**config.mk**
```make
export PLATFORM = sky130hd
export DESIGN_NAME = sensor_normalize_fault_average
export DESIGN_NICKNAME = d
export VERILOG_FILES = /design/src/rtl/snfa_pkg.sv /design/src/rtl/snfa_div.sv /design/src/rtl/sensor_normalize_fault_average.sv
export SDC_FILE = /design/constraint.sdc
export NUM_CORES = 1
export LEC_CHECK = 0
export ABC_AREA = 0
export BUFFER_PORTS_ARGS = -buffer_cell sky130_fd_sc_hd__buf_2
export CAP_MARGIN = 20
export CORE_ASPECT_RATIO = 1.4
export CORE_MARGIN = 2
export CORE_UTILIZATION = 45
export CTS_CLUSTER_DIAMETER = 200
export DETAILED_ROUTE_END_ITERATION = 7
export GPL_TIMING_DRIVEN = 0
export PLACE_DENSITY = 0.61
export SLEW_MARGIN = 20
export SYNTH_ARGS = -nofsm -noshare
export SYNTH_HDL_FRONTEND = slang
export SYNTH_HIERARCHICAL = 1
export SYNTH_SLANG_ARGS = --single-unit
```
**constraint.sdc**
```tcl
create_clock -name i_clk -period 17 [get_ports i_clk]
set_input_delay 2.55 -clock i_clk [delete_from_list [all_inputs] [get_ports i_clk]]
set_output_delay 2.55 -clock i_clk [all_outputs]
set_load 0.01 [all_outputs]
```
**src/rtl/snfa_pkg.sv**
```systemverilog
// Package for the sensor normalize / fault / average block.
// Field widths, register indexes, reset levels and divider handshake types.
// No dependencies.
package snfa_pkg;

    localparam int WINDOW_LEN_DEF = 8;
    localparam int ADC_BITS_DEF   = 12;

    localparam int TEMP_W     = 11;
    localparam int HUM_W      = 10;
    localparam int PCT_W      = 7;
    localparam int AVG_W      = 15;
    localparam int QUO_W      = 15;
    localparam int STEP_W     = 4;
    localparam int CFG_IDX_W  = 3;
    localparam int SAME_W     = 4;

    localparam int PCT_STEPS  = 7;
    localparam int AVG_STEPS  = 15;
    localparam int Q_FRAC     = 8;
    localparam int PCT_FULL   = 100;

    localparam int DIV_W_DEF  = ADC_BITS_DEF + PCT_STEPS;

    localparam int STUCK_LIMIT = 8;
    localparam int COUNT_MAX   = 15;

    localparam logic signed [TEMP_W-1:0] TEMP_LOW  = -11'sd100;
    localparam logic signed [TEMP_W-1:0] TEMP_HIGH = 11'sd700;

    localparam int SOIL_DRY_RESET     = 3000;
    localparam int SOIL_WET_RESET     = 1200;
    localparam int LIGHT_DARK_RESET   = 200;
    localparam int LIGHT_BRIGHT_RESET = 3800;
    localparam int RAIN_THR_RESET     = 2000;

    typedef enum logic [CFG_IDX_W-1:0] {
        REG_SOIL_DRY     = 3'd0,
        REG_SOIL_WET     = 3'd1,
        REG_LIGHT_DARK   = 3'd2,
        REG_LIGHT_BRIGHT = 3'd3,
        REG_RAIN_THR     = 3'd4
    } t_cfg_idx;

    typedef struct packed {
        logic              start;
        logic [STEP_W-1:0] steps;
    } t_div_req;

    typedef struct packed {
        logic busy;
    } t_div_sts;

endpackage

```
**src/rtl/snfa_div.sv**
```systemverilog
// Shared restoring divider: one compare and subtract per cycle.
// Quotient must fit in the requested number of steps.
// Depends on snfa_pkg.
module snfa_div
    import snfa_pkg::*;
#(
    parameter int DIV_W = DIV_W_DEF
) (
    input  logic             i_clk,
    input  logic             i_rst_n,
    input  t_div_req         i_req,
    input  logic [DIV_W-1:0] i_num,
    input  logic [DIV_W-1:0] i_den,
    output t_div_sts         o_sts,
    output logic [QUO_W-1:0] o_quo
);

    logic [STEP_W-1:0] r_cnt;
    logic [DIV_W-1:0]  r_rem;
    logic [DIV_W-1:0]  r_dsh;
    logic [QUO_W-1:0]  r_q;

    always_ff @(posedge i_clk) begin
        if (!i_rst_n) begin
            r_cnt <= '0;
        end else if (i_req.start) begin
            // align divisor with the top quotient bit
            r_cnt <= i_req.steps;
            r_rem <= i_num;
            r_dsh <= i_den << (i_req.steps - STEP_W'(1));
            r_q   <= '0;
        end else if (r_cnt != '0) begin
            if (r_rem >= r_dsh) begin
                r_rem <= r_rem - r_dsh;
                r_q   <= {r_q[QUO_W-2:0], 1'b1};
            end else begin
                r_q   <= {r_q[QUO_W-2:0], 1'b0};
            end
            r_dsh <= r_dsh >> 1;
            r_cnt <= r_cnt - STEP_W'(1);
        end
    end

    assign o_sts.busy = (r_cnt != '0);
    assign o_quo      = r_q;

endmodule

```
**src/rtl/sensor_normalize_fault_average.sv**
```systemverilog
// Top level: sensor normalization, fault detection and soil moving average.
// Sequencer, calibration registers, soil window memory; uses snfa_div.
// Depends on snfa_pkg and snfa_div.
//
//  channel | direction | handshake                     | payload
//  --------+-----------+-------------------------------+---------------------------------
//  in      | input     | i_in_valid / o_in_stall       | temperature, humidity, soil, rain, light
//  out     | output    | o_out_valid / i_out_stall     | percents, average, rain, held, fault
//  cfg     | input     | i_cfg_valid / o_cfg_ready     | i_cfg_index, i_cfg_data
//
// One item at a time. Soil and light each settle their percent without division
// when the reading is clipped or the pair is equal, and otherwise go through the
// shared divider; the window sum walks the filled slots through the registered
// memory read port and the average then goes through the divider.
// Synchronous active-low reset restores calibration levels and empties the
// window; no clearing pass is needed since the fill count bounds the sum.
// A finished item waits in the output register while the next one is taken;
// a stalled output holds the sequencer in its output state.
module sensor_normalize_fault_average
    import snfa_pkg::*;
#(
    parameter int WINDOW_LEN = WINDOW_LEN_DEF,
    parameter int ADC_BITS   = ADC_BITS_DEF
) (
    input  logic                     i_clk,
    input  logic                     i_rst_n,
    // input items
    input  logic                     i_in_valid,
    output logic                     o_in_stall,
    input  logic signed [TEMP_W-1:0] i_temperature_tenths,
    input  logic                     i_temperature_ok,
    input  logic [HUM_W-1:0]         i_humidity_tenths,
    input  logic                     i_humidity_ok,
    input  logic [ADC_BITS-1:0]      i_soil_sample,
    input  logic [ADC_BITS-1:0]      i_rain_sample,
    input  logic [ADC_BITS-1:0]      i_light_sample,
    // result items
    output logic                     o_out_valid,
    input  logic                     i_out_stall,
    output logic [PCT_W-1:0]         o_soil_percent,
    output logic [AVG_W-1:0]         o_soil_average_q8,
    output logic [PCT_W-1:0]         o_light_percent,
    output logic                     o_raining,
    output logic signed [TEMP_W-1:0] o_held_temperature,
    output logic [HUM_W-1:0]         o_held_humidity,
    output logic                     o_fault_now,
    output logic                     o_alert_raised,
    output logic                     o_alert_kind,
    // configuration writes
    input  logic                     i_cfg_valid,
    output logic                     o_cfg_ready,
    input  logic [CFG_IDX_W-1:0]     i_cfg_index,
    input  logic [ADC_BITS-1:0]      i_cfg_data
);

    localparam int AW     = $clog2(WINDOW_LEN);
    localparam int CNT_W  = $clog2(WINDOW_LEN + 1);
    localparam int SUM_W  = $clog2(PCT_FULL * WINDOW_LEN + 1);
    localparam int DIV_W  = (ADC_BITS + PCT_STEPS > SUM_W + Q_FRAC) ?
                            (ADC_BITS + PCT_STEPS) : (SUM_W + Q_FRAC);

    typedef enum logic [3:0] {
        S_IDLE,
        S_SOIL,
        S_SOIL_DIV,
        S_LIGHT,
        S_LIGHT_DIV,
        S_UPD,
        S_SUM,
        S_AVG,
        S_AVG_DIV,
        S_OUT
    } t_state;

    t_state r_state;

    // calibration registers
    logic [ADC_BITS-1:0] r_soil_dry, r_soil_wet, r_light_dark, r_light_bright, r_rain_thr;

    // latched item
    logic signed [TEMP_W-1:0] r_temp;
    logic                     r_temp_ok;
    logic [HUM_W-1:0]         r_hum;
    logic                     r_hum_ok;
    logic [ADC_BITS-1:0]      r_soil, r_rain, r_light;

    // per-item results
    logic [PCT_W-1:0] r_soil_pct, r_light_pct;
    logic             r_rain_res, r_fault_res, r_raised_res, r_kind_res;

    // running state
    logic [AW-1:0]            r_wslot;
    logic [CNT_W-1:0]         r_fill;
    logic [PCT_W-1:0]         r_prev_soil;
    logic                     r_prev_known;
    logic [SAME_W-1:0]        r_same_cnt;
    logic                     r_fault_flag;
    logic signed [TEMP_W-1:0] r_last_temp;
    logic [HUM_W-1:0]         r_last_hum;

    // window walk
    logic [CNT_W-1:0] r_addr;
    logic             r_rd_vld;
    logic [PCT_W-1:0] r_rd;
    logic [SUM_W-1:0] r_sum;
    logic [PCT_W-1:0] mem [WINDOW_LEN];

    // shared divider
    t_div_req         div_req;
    t_div_sts         div_sts;
    logic [DIV_W-1:0] div_num, div_den;
    logic [QUO_W-1:0] div_quo;

    // percent setup, shared between soil and light
    logic                pc_light;
    logic [ADC_BITS-1:0] pc_x, pc_lo, pc_hi, pc_z, pc_f, pc_v, pc_d, pc_dd;
    logic                pc_num_neg, pc_den_neg, pc_zero, pc_full;
    logic [DIV_W-1:0]    pc_num;

    // fault update
    logic              same_eq, oor, stuck, now_fault;
    logic [SAME_W-1:0] n_same_cnt;

    always_comb begin
        pc_light = (r_state == S_LIGHT);
        // soil maps dry to 0 and wet to 100, light maps dark to 0 and bright to 100
        pc_x  = pc_light ? r_light        : r_soil;
        pc_lo = pc_light ? r_light_dark   : r_soil_wet;
        pc_hi = pc_light ? r_light_bright : r_soil_dry;
        pc_z  = pc_light ? r_light_dark   : r_soil_dry;
        pc_f  = pc_light ? r_light_bright : r_soil_wet;
        // clamp; a reversed pair lands on one end or the other
        if (pc_x < pc_lo) begin
            pc_v = pc_lo;
        end else if (pc_x > pc_hi) begin
            pc_v = pc_hi;
        end else begin
            pc_v = pc_x;
        end
        pc_num_neg = (pc_v < pc_z);
        pc_d       = pc_num_neg ? (pc_z - pc_v) : (pc_v - pc_z);
        pc_den_neg = (pc_f < pc_z);
        pc_dd      = pc_den_neg ? (pc_z - pc_f) : (pc_f - pc_z);
        // negative quotient clips to zero, one of 100 or more clips to full
        pc_zero    = (pc_dd == '0) || ((pc_d != '0) && (pc_num_neg != pc_den_neg));
        pc_full    = (pc_d >= pc_dd);
        pc_num     = (DIV_W'(pc_d) << 6) + (DIV_W'(pc_d) << 5) + (DIV_W'(pc_d) << 2);
    end

    always_comb begin
        div_req.start = 1'b0;
        div_req.steps = STEP_W'(PCT_STEPS);
        div_num       = pc_num;
        div_den       = DIV_W'(pc_dd);
        case (r_state)
            S_SOIL, S_LIGHT: begin
                div_req.start = !pc_zero && !pc_full;
            end
            S_AVG: begin
                div_req.start = 1'b1;
                div_req.steps = STEP_W'(AVG_STEPS);
                div_num       = DIV_W'(r_sum) << Q_FRAC;
                div_den       = DIV_W'(r_fill);
            end
            default: begin
                div_req.start = 1'b0;
            end
        endcase
    end

    always_comb begin
        oor = !r_temp_ok || !r_hum_ok || (r_temp < TEMP_LOW) || (r_temp > TEMP_HIGH);
        same_eq = r_prev_known && (r_prev_soil == r_soil_pct);
        if (!same_eq) begin
            n_same_cnt = '0;
        end else if (r_same_cnt < SAME_W'(COUNT_MAX)) begin
            n_same_cnt = r_same_cnt + SAME_W'(1);
        end else begin
            n_same_cnt = r_same_cnt;
        end
        stuck     = (n_same_cnt >= SAME_W'(STUCK_LIMIT));
        now_fault = oor || stuck;
    end

    snfa_div #(
        .DIV_W (DIV_W)
    ) u_div (
        .i_clk   (i_clk),
        .i_rst_n (i_rst_n),
        .i_req   (div_req),
        .i_num   (div_num),
        .i_den   (div_den),
        .o_sts   (div_sts),
        .o_quo   (div_quo)
    );

    // soil window: write during update, walk with registered reads
    always_ff @(posedge i_clk) begin
        if (r_state == S_UPD) begin
            mem[r_wslot] <= r_soil_pct;
        end
        r_rd <= mem[r_addr[AW-1:0]];
    end

    always_ff @(posedge i_clk) begin
        if (!i_rst_n) begin
            r_state        <= S_IDLE;
            r_soil_dry     <= ADC_BITS'(SOIL_DRY_RESET);
            r_soil_wet     <= ADC_BITS'(SOIL_WET_RESET);
            r_light_dark   <= ADC_BITS'(LIGHT_DARK_RESET);
            r_light_bright <= ADC_BITS'(LIGHT_BRIGHT_RESET);
            r_rain_thr     <= ADC_BITS'(RAIN_THR_RESET);
            r_wslot        <= '0;
            r_fill         <= '0;
            r_prev_soil    <= '0;
            r_prev_known   <= 1'b0;
            r_same_cnt     <= '0;
            r_fault_flag   <= 1'b0;
            r_last_temp    <= '0;
            r_last_hum     <= '0;
            r_addr         <= '0;
            r_rd_vld       <= 1'b0;
            o_out_valid    <= 1'b0;
        end else begin
            if (i_cfg_valid) begin
                case (t_cfg_idx'(i_cfg_index))
                    REG_SOIL_DRY:     r_soil_dry     <= i_cfg_data;
                    REG_SOIL_WET:     r_soil_wet     <= i_cfg_data;
                    REG_LIGHT_DARK:   r_light_dark   <= i_cfg_data;
                    REG_LIGHT_BRIGHT: r_light_bright <= i_cfg_data;
                    REG_RAIN_THR:     r_rain_thr     <= i_cfg_data;
                    default: begin
                        // drop writes beyond the register list
                    end
                endcase
            end

            // drop the result once taken; the output state refills it itself
            if (o_out_valid && !i_out_stall && (r_state != S_OUT)) begin
                o_out_valid <= 1'b0;
            end

            case (r_state)
                S_IDLE: begin
                    if (i_in_valid) begin
                        r_temp    <= i_temperature_tenths;
                        r_temp_ok <= i_temperature_ok;
                        r_hum     <= i_humidity_tenths;
                        r_hum_ok  <= i_humidity_ok;
                        r_soil    <= i_soil_sample;
                        r_rain    <= i_rain_sample;
                        r_light   <= i_light_sample;
                        r_state   <= S_SOIL;
                    end
                end
                S_SOIL: begin
                    if (pc_zero) begin
                        r_soil_pct <= '0;
                        r_state    <= S_LIGHT;
                    end else if (pc_full) begin
                        r_soil_pct <= PCT_W'(PCT_FULL);
                        r_state    <= S_LIGHT;
                    end else begin
                        r_state    <= S_SOIL_DIV;
                    end
                end
                S_SOIL_DIV: begin
                    if (!div_sts.busy) begin
                        r_soil_pct <= div_quo[PCT_W-1:0];
                        r_state    <= S_LIGHT;
                    end
                end
                S_LIGHT: begin
                    if (pc_zero) begin
                        r_light_pct <= '0;
                        r_state     <= S_UPD;
                    end else if (pc_full) begin
                        r_light_pct <= PCT_W'(PCT_FULL);
                        r_state     <= S_UPD;
                    end else begin
                        r_state     <= S_LIGHT_DIV;
                    end
                end
                S_LIGHT_DIV: begin
                    if (!div_sts.busy) begin
                        r_light_pct <= div_quo[PCT_W-1:0];
                        r_state     <= S_UPD;
                    end
                end
                S_UPD: begin
                    r_rain_res   <= (r_rain > r_rain_thr);
                    r_fault_res  <= now_fault;
                    r_raised_res <= now_fault && !r_fault_flag;
                    r_kind_res   <= now_fault && !r_fault_flag && !oor;
                    r_fault_flag <= now_fault;
                    r_same_cnt   <= n_same_cnt;
                    r_prev_soil  <= r_soil_pct;
                    r_prev_known <= 1'b1;
                    if (r_temp_ok) begin
                        r_last_temp <= r_temp;
                    end
                    if (r_hum_ok) begin
                        r_last_hum <= r_hum;
                    end
                    // advance the ring; the fill count saturates at a full window
                    r_wslot <= (r_wslot == AW'(WINDOW_LEN - 1)) ? '0 : (r_wslot + AW'(1));
                    if (r_fill != CNT_W'(WINDOW_LEN)) begin
                        r_fill <= r_fill + CNT_W'(1);
                    end
                    r_addr   <= '0;
                    r_rd_vld <= 1'b0;
                    r_sum    <= '0;
                    r_state  <= S_SUM;
                end
                S_SUM: begin
                    if (r_rd_vld) begin
                        r_sum <= r_sum + SUM_W'(r_rd);
                    end
                    if (r_addr != r_fill) begin
                        r_addr   <= r_addr + CNT_W'(1);
                        r_rd_vld <= 1'b1;
                    end else begin
                        r_rd_vld <= 1'b0;
                        if (!r_rd_vld) begin
                            r_state <= S_AVG;
                        end
                    end
                end
                S_AVG: begin
                    r_state <= S_AVG_DIV;
                end
                S_AVG_DIV: begin
                    if (!div_sts.busy) begin
                        r_state <= S_OUT;
                    end
                end
                S_OUT: begin
                    // hold until the output register is free
                    if (!o_out_valid || !i_out_stall) begin
                        o_soil_percent     <= r_soil_pct;
                        o_soil_average_q8  <= div_quo[AVG_W-1:0];
                        o_light_percent    <= r_light_pct;
                        o_raining          <= r_rain_res;
                        o_held_temperature <= r_last_temp;
                        o_held_humidity    <= r_last_hum;
                        o_fault_now        <= r_fault_res;
                        o_alert_raised     <= r_raised_res;
                        o_alert_kind       <= r_kind_res;
                        o_out_valid        <= 1'b1;
                        r_state            <= S_IDLE;
                    end
                end
                default: begin
                    r_state <= S_IDLE;
                end
            endcase
        end
    end

    assign o_in_stall  = (r_state != S_IDLE);
    assign o_cfg_ready = 1'b1;

    a_div_idle: assert property (@(posedge i_clk) disable iff (!i_rst_n)
        (r_state == S_IDLE) |-> !div_sts.busy)
        else $error("divider busy while sequencer idle");

    a_pct_range: assert property (@(posedge i_clk) disable iff (!i_rst_n)
        o_out_valid |-> (o_soil_percent <= PCT_W'(PCT_FULL)) &&
                        (o_light_percent <= PCT_W'(PCT_FULL)))
        else $error("percent result above full scale");

    a_avg_range: assert property (@(posedge i_clk) disable iff (!i_rst_n)
        o_out_valid |-> (o_soil_average_q8 <= AVG_W'(PCT_FULL << Q_FRAC)))
        else $error("soil average above full scale");

    a_alert: assert property (@(posedge i_clk) disable iff (!i_rst_n)
        (o_out_valid && o_alert_raised) |-> o_fault_now)
        else $error("alert without fault");

    a_fill: assert property (@(posedge i_clk) disable iff (!i_rst_n)
        (r_state == S_AVG) |-> (r_fill != '0) && (r_fill <= CNT_W'(WINDOW_LEN)))
        else $error("window fill count out of range at average");

endmodule
```
==> results of run 1 <==
## Yosys cell counts, types with 9 or more instances
cell / n
a211oi_1: 16
a21boi_0: 70
a21o_1: 59
a21oi_1: 114
a31oi_1: 11
and2_1: 38
and3_1: 15
buf_2: 22
clkbuf_1: 58
dfxtp_1: 122
edfxtp_1: 250
fa_1: 15
ha_1: 151
inv_1: 122
mux2_2: 33
mux2i_1: 72
mux4_2: 15
nand2_1: 284
nand2b_1: 18
nand3_1: 59
nand4_1: 23
nor2_1: 126
nor2b_1: 32
nor3_1: 29
o211ai_1: 10
o21a_1: 9
o21ai_0: 55
o21ai_1: 13
o21bai_1: 13
o22ai_1: 13
xnor2_1: 42
xor2_1: 29
## worst max-delay path, delay by kind of cell, from the launching register on
kind / cells / cell delay, ns
AO/OA/AOI/OAI: 9 / 3.41
buffers and inverters: 7 / 3.22
AND/OR/NAND/NOR: 11 / 2.38
adder cells (fa/ha/maj): 3 / 1.05
XOR/XNOR: 1 / 0.79
multiplexers: 2 / 0.66
flip-flops: 1 / 0.33
## final cells by class
type                       count  share of cell area
clock inverter                24             0.01230
buffer                        92             0.01642
sequential                   372              0.4093
multi-input combinational   1505              0.4372
antenna                        1           0.0001029
tap                          624             0.03212
timing repair buffer         139             0.03232
inverter                     124             0.01915
clock buffer                  46             0.04117
## per-layer routing
metal | GRT usage | up-vias
li1 | - | 7811
met1 | 0.2465 | 7605
met2 | 0.4177 | 396
met3 | 0.03270 | 97
met4 | 0.07699 | 4
met5 | 0 | -
## flip-flops by register name, indices dropped and copies added, names as in the netlist, 15 cells and up
name	flops
mem	56
u_div/r_rem	19
u_div/r_dsh	19
u_div/o_quo	15
o_soil_average_q8	15
## cell families (layout without fill, tap and decap cells)
logic type / Yosys count / count (layout) / synth area share
AOI/OAI and AO/OA: 459 / 459 / 0.1481
xor gates and xnor gates: 71 / 71 / 0.02919
adders and majority gates: 166 / 166 / 0.1028
buffers and inverters: 216 / 425 / 0.04059
DFF: 372 / 372 / 0.4671
muxes: 121 / 121 / 0.06767
other: 2 / 26 / 0.0003526
and+or+nand+nor: 663 / 663 / 0.1441
## worst paths after layout
| check | end | slack, ns | from | cells after the start |
|---|---|---|---|---|
| setup / recovery | u_div/r_dsh[2] | 4.74 | r_state[2] | 33 |
| hold / removal | o_light_percent[1] | 0.42 | r_light_pct[1] | 0 |
| setup reg to reg | u_div/r_dsh[2] | 4.74 | r_state[2] | 33 |
| hold reg to reg | o_light_percent[1] | 0.42 | r_light_pct[1] | 0 |
## stage by stage
stage / hold WS (ns) / util
after floorplan: 0.4003 / -
after global placement: 0.4038 / 0.4867
after detailed placement: 0.4054 / 0.4901
after CTS: 0.4177 / 0.5178
after global routing: 0.4288 / 0.5180
final: 0.4172 / 0.5181
==> out/metrics.csv, run 1 <==
metric,value,unit
met3_length,2247,microns
avgViaCountPerCell,5.437,
num_vias,15910,
tns,0,ns
status,"finished, final reports clean",
routed_wl,53660,microns
slowest_delay,0.90,ns
dieArea,49120,sq um
clock_latency,0.58,ns
design_area,24310,sq um
port_buffers,134,
hold_viol_final,0,
skew,0.02072,ns
most-common-layout-cells,"nand2_1 (284), edfxtp_1 (250), buf_2 (156), ha_1 (151), nor2_1 (124)",
dr.pass1.iters,5,
preCtsSetupSlack,4.754,ns
worst_slew_pin_slew,1.010,ns
antenna_found_initial,3,
critPathArrivalTime,12.45,ns
netlist_area,21300,sq um
relSlewSlack,0.3250,
cts_root_buf,clkbuf_16,
startpoint_type,flip-flop,
die_h,261.4,microns
rows,94,
timing.final.crit_share,0.7209,
crit_slowest_cell,a2111oi_1,
areaGrowthSynthToFinish,14.13,%
drive_gt1_frac,0.1329,
regArea,9950,sq um
clk_pin_slew,0.06,ns
grt_pass1_vias,16340,
fmax,0.08160,GHz
avgSynthCellArea,10.29,sq um
gr-total-overflow,0,
synth.ff_latch_count,372,
placed_cell_area,23000,sq um
routabilityCongestion,0.8956,
final_common_cell,nand2_1,
cts_resized,0,
synthTopCellsByArea,"edfxtp_1 (35%), dfxtp_1 (11%), ha_1 (8.9%)",
htree_levels,2,
yosys_warnings,6,
slew_viol_final,0,
grt_pass1_wl,85360,microns
clk_path_buf_depth,3,
endpoint_kind,flip-flop,
stdcell_count,2927,
grt_max_degree,35,
top_layer,met5,
async_reset_ff_frac,0,
critPathKind,reg2reg,
synth_cells,2070,
ys.flop_type,edfxtp_1,
maxCapViolations,0,
synth_edf_count,250,
drc_errors,0,
postCtsHoldBufs,0,
io_pins,136,
finalSetupViolCount,0,
cts_setup_buffers,0,
nFillCells,4236,
required,17.19,ns
crit_path_max_fanout,34,
ys_seq_area_frac,0.4671,
wl_met2,28200,microns
track_usage,0.2185,
yosysTopAreaCell,edfxtp_1,
start_util,0.4539,
cts_tree,built,
die_width,187.9,microns
synth_top_area_share,0.3524,
yosys.cell_types.count,90,
clock_sinks,372,
fin_nets,2517,
rsz0062_at_grt,false,
hold_class,reg2reg,
wl_met1,21530,microns
cts_buffers,38,
core,46930,sq um
drt_iter0_markers,726,
antenna_left,0,
final.min_clock_period,12.26,ns
multiInputGateArea,10630,sq um
finalWorstSetupSlack,4.745,ns
placed_cells,2856,
place_hpwl,42160,microns
wire_per_inst,18.33,microns
Power of run 1 is not shown: default switching activity piles up to over one toggle a cycle in this logic, so the estimate is an artifact.
==> run 2: changes to the inputs <==
==> constraint.sdc (replaced) <==
create_clock -name i_clk -period 12.33 [get_ports i_clk]
set_input_delay 1.8495 -clock i_clk [delete_from_list [all_inputs] [get_ports i_clk]]
set_output_delay 1.8495 -clock i_clk [all_outputs]
set_load 0.01 [all_outputs]
==> run 2 against run 1 <==
- sequential share of layout area barely moved
- critical path depth rose by 4
- maximum frequency up 5.5%
- largest cell class unchanged
==> out/metrics.csv, run 2 (synthesis gave the netlist of run 1 again) <==
metric,value,unit,change
areaGrowthSynthToFinish,14.21,%,about the same
drc_errors,0,,unchanged
required,12.53,ns,-4.66 ns
timing.final.crit_share,0.9418,,+0.2209
clk_pin_slew,0.06,ns,about the same
clk_path_buf_depth,3,,unchanged
worst_slew_pin_slew,0.9886,ns,-0.02142 ns
whs_path_depth,0,,unchanged
wire_per_inst,18.35,microns,+0.12%
cts_buffers,38,,unchanged
num_vias,15970,,+0.33%
core,46930,sq um,unchanged
dr.pass1.iters,6,,+1
routabilityCongestion,0.8956,,unchanged
avgViaCountPerCell,5.454,,+0.33%
critPathArrivalTime,11.81,ns,-0.64 ns
rows,94,,unchanged
skew,0.01881,ns,-0.001912 ns
placed_cells,2856,,unchanged
top_regs,"mem (56), u_div/r_dsh (19), u_div/r_rem (19)",,
top_register,mem,,
slew_viol_final,0,,unchanged
place_hpwl,42160,microns,unchanged
met3_usage,0.03270,,unchanged
port_buffers,134,,unchanged
htree_levels,2,,unchanged
clock_sinks,372,,unchanged
hold_viol_final,0,,unchanged
die_h,261.4,microns,unchanged
cts_root_buf,clkbuf_16,,
grt_use_met2,0.4177,,unchanged
holdWs,0.4171,ns,-0.0001260 ns
largest_reg_flops,56,,unchanged
fin_nets,2517,,unchanged
gr-total-overflow,0,,unchanged
slowest_delay,0.63,ns,-0.27 ns
most-common-layout-cells,"nand2_1 (284), edfxtp_1 (250), buf_2 (156), ha_1 (151), nor2_1 (123)",,
path_buf_inv,9,,+2
drive_gt1_frac,0.1342,,+0.001303
crit_path_max_fanout,34,,unchanged
startpoint_type,flip-flop,,
track_usage,0.2185,,unchanged
hold_end,o_light_percent[1],,
use_met1,0.2465,,unchanged
dieArea,49120,sq um,unchanged
worstHoldStart,r_light_pct[1],,
start_util,0.4539,,unchanged
timing.rr.end,u_div/r_dsh[2],,
relSlewSlack,0.3359,,+0.01090
io_pins,136,,unchanged
tns,0,ns,unchanged
clock_latency,0.58,ns,about the same
antenna_left,0,,unchanged
critPathKind,reg2reg,,
reg2reg_depth,37,,+12%
final_common_cell,nand2_1,,
grt_pass1_vias,16340,,unchanged
r2r-start,r_state[2],,
grt_pass1_wl,85360,microns,unchanged
final.min_clock_period,11.61,ns,-0.6431 ns
routed_wl,53720,microns,+0.12%
antenna_found_initial,3,,unchanged
hold_class,reg2reg,,
rsz0062_at_grt,false,,
status,"finished, final reports clean",,
critPathTopFamily,compound AO/OA/AOI/OAI gates,,
finalSetupViolCount,0,,unchanged
stdcell_count,2927,,unchanged
fmax,0.08612,GHz,+5.5%
die_width,187.9,microns,unchanged
endpoint_kind,flip-flop,,
r2r_slack,0.72,ns,-4.03 ns
grt_max_degree,35,,unchanged
crit_slowest_cell,a2111oi_2,,
maxCapViolations,0,,unchanged
grt_busiest_layer,met2,,
drt_iter0_markers,753,,+3.7%
nFillCells,4237,,+0.024%
cts_tree,built,,
run 2: cell count changes in the layout (fill, tap and decap cells not counted), sizes merged:
cell	change
inv	-1
clkinv	+1
run 2: stage by stage:
stage               setup WS [ns]  instance area (sq um)    util
floorplan                   3.120                  21390       -
global placement           -1.029                  22840  0.4867
detailed placement        0.08382                  23000  0.4901
CTS                       0.04220                  24300  0.5178
global route              0.04562                  24320  0.5183
finish                     0.7178                  24330  0.5184
run 2: worst max path at each step:
stage	from	cells after the start	endpoint	slack (ns)
3_5_place_dp	r_state[2]	33	u_div/r_dsh[8]	0.08
3_3_place_gp	r_state[2]	33	u_div/r_rem[0]	-1.03
4_1_cts	r_state[2]	33	u_div/r_dsh[2]	0.04
5_1_grt	r_state[2]	35	u_div/r_dsh[4]	0.05
2_1_floorplan	r_state[2]	37	u_div/r_rem[0]	3.12
6_report	r_state[2]	37	u_div/r_dsh[2]	0.72
run 2: repair_timing:
| item | CTS | global route |
|---|---|---|
| hold buffers | 0 | 0 |
| setup endpoints to repair | 0 | 100 |
| setup buffers | 0 | 0 |
| gates resized for setup | 0 | 4 |
run 2: per-layer routing:
layer / vias up / wire length, microns
met5: - / 22
met1: 7645 / 21590
met4: 4 / 1659
li1: 7815 / -
met3: 103 / 2212
met2: 398 / 28230
run 2: layout make-up:
| class | count | area, sq um | area share |
|---|---|---|---|
| antenna | 1 | 2.502 | 0.0001029 |
| inverter | 124 | 466.7 | 0.01918 |
| clock inverter | 24 | 299.0 | 0.01229 |
| clock buffer | 46 | 1001 | 0.04115 |
| timing repair buffer | 139 | 785.8 | 0.03230 |
| buffer | 92 | 399.1 | 0.01641 |
| multi-input combinational | 1505 | 10640 | 0.4375 |
| tap | 624 | 780.7 | 0.03209 |
| sequential | 372 | 9950 | 0.4090 |
run 2: worst reg2reg max path, delay by kind of cell (launching register included):
kind / cells / cell delay, ns
flip-flops: 1 / 0.36
AND/OR/NAND/NOR: 8 / 1.24
adder cells (fa/ha/maj): 3 / 1.04
AO/OA/AOI/OAI: 13 / 3.92
multiplexers: 4 / 1.49
buffers and inverters: 9 / 3.14
Power of run 2 is left out for the same reason.
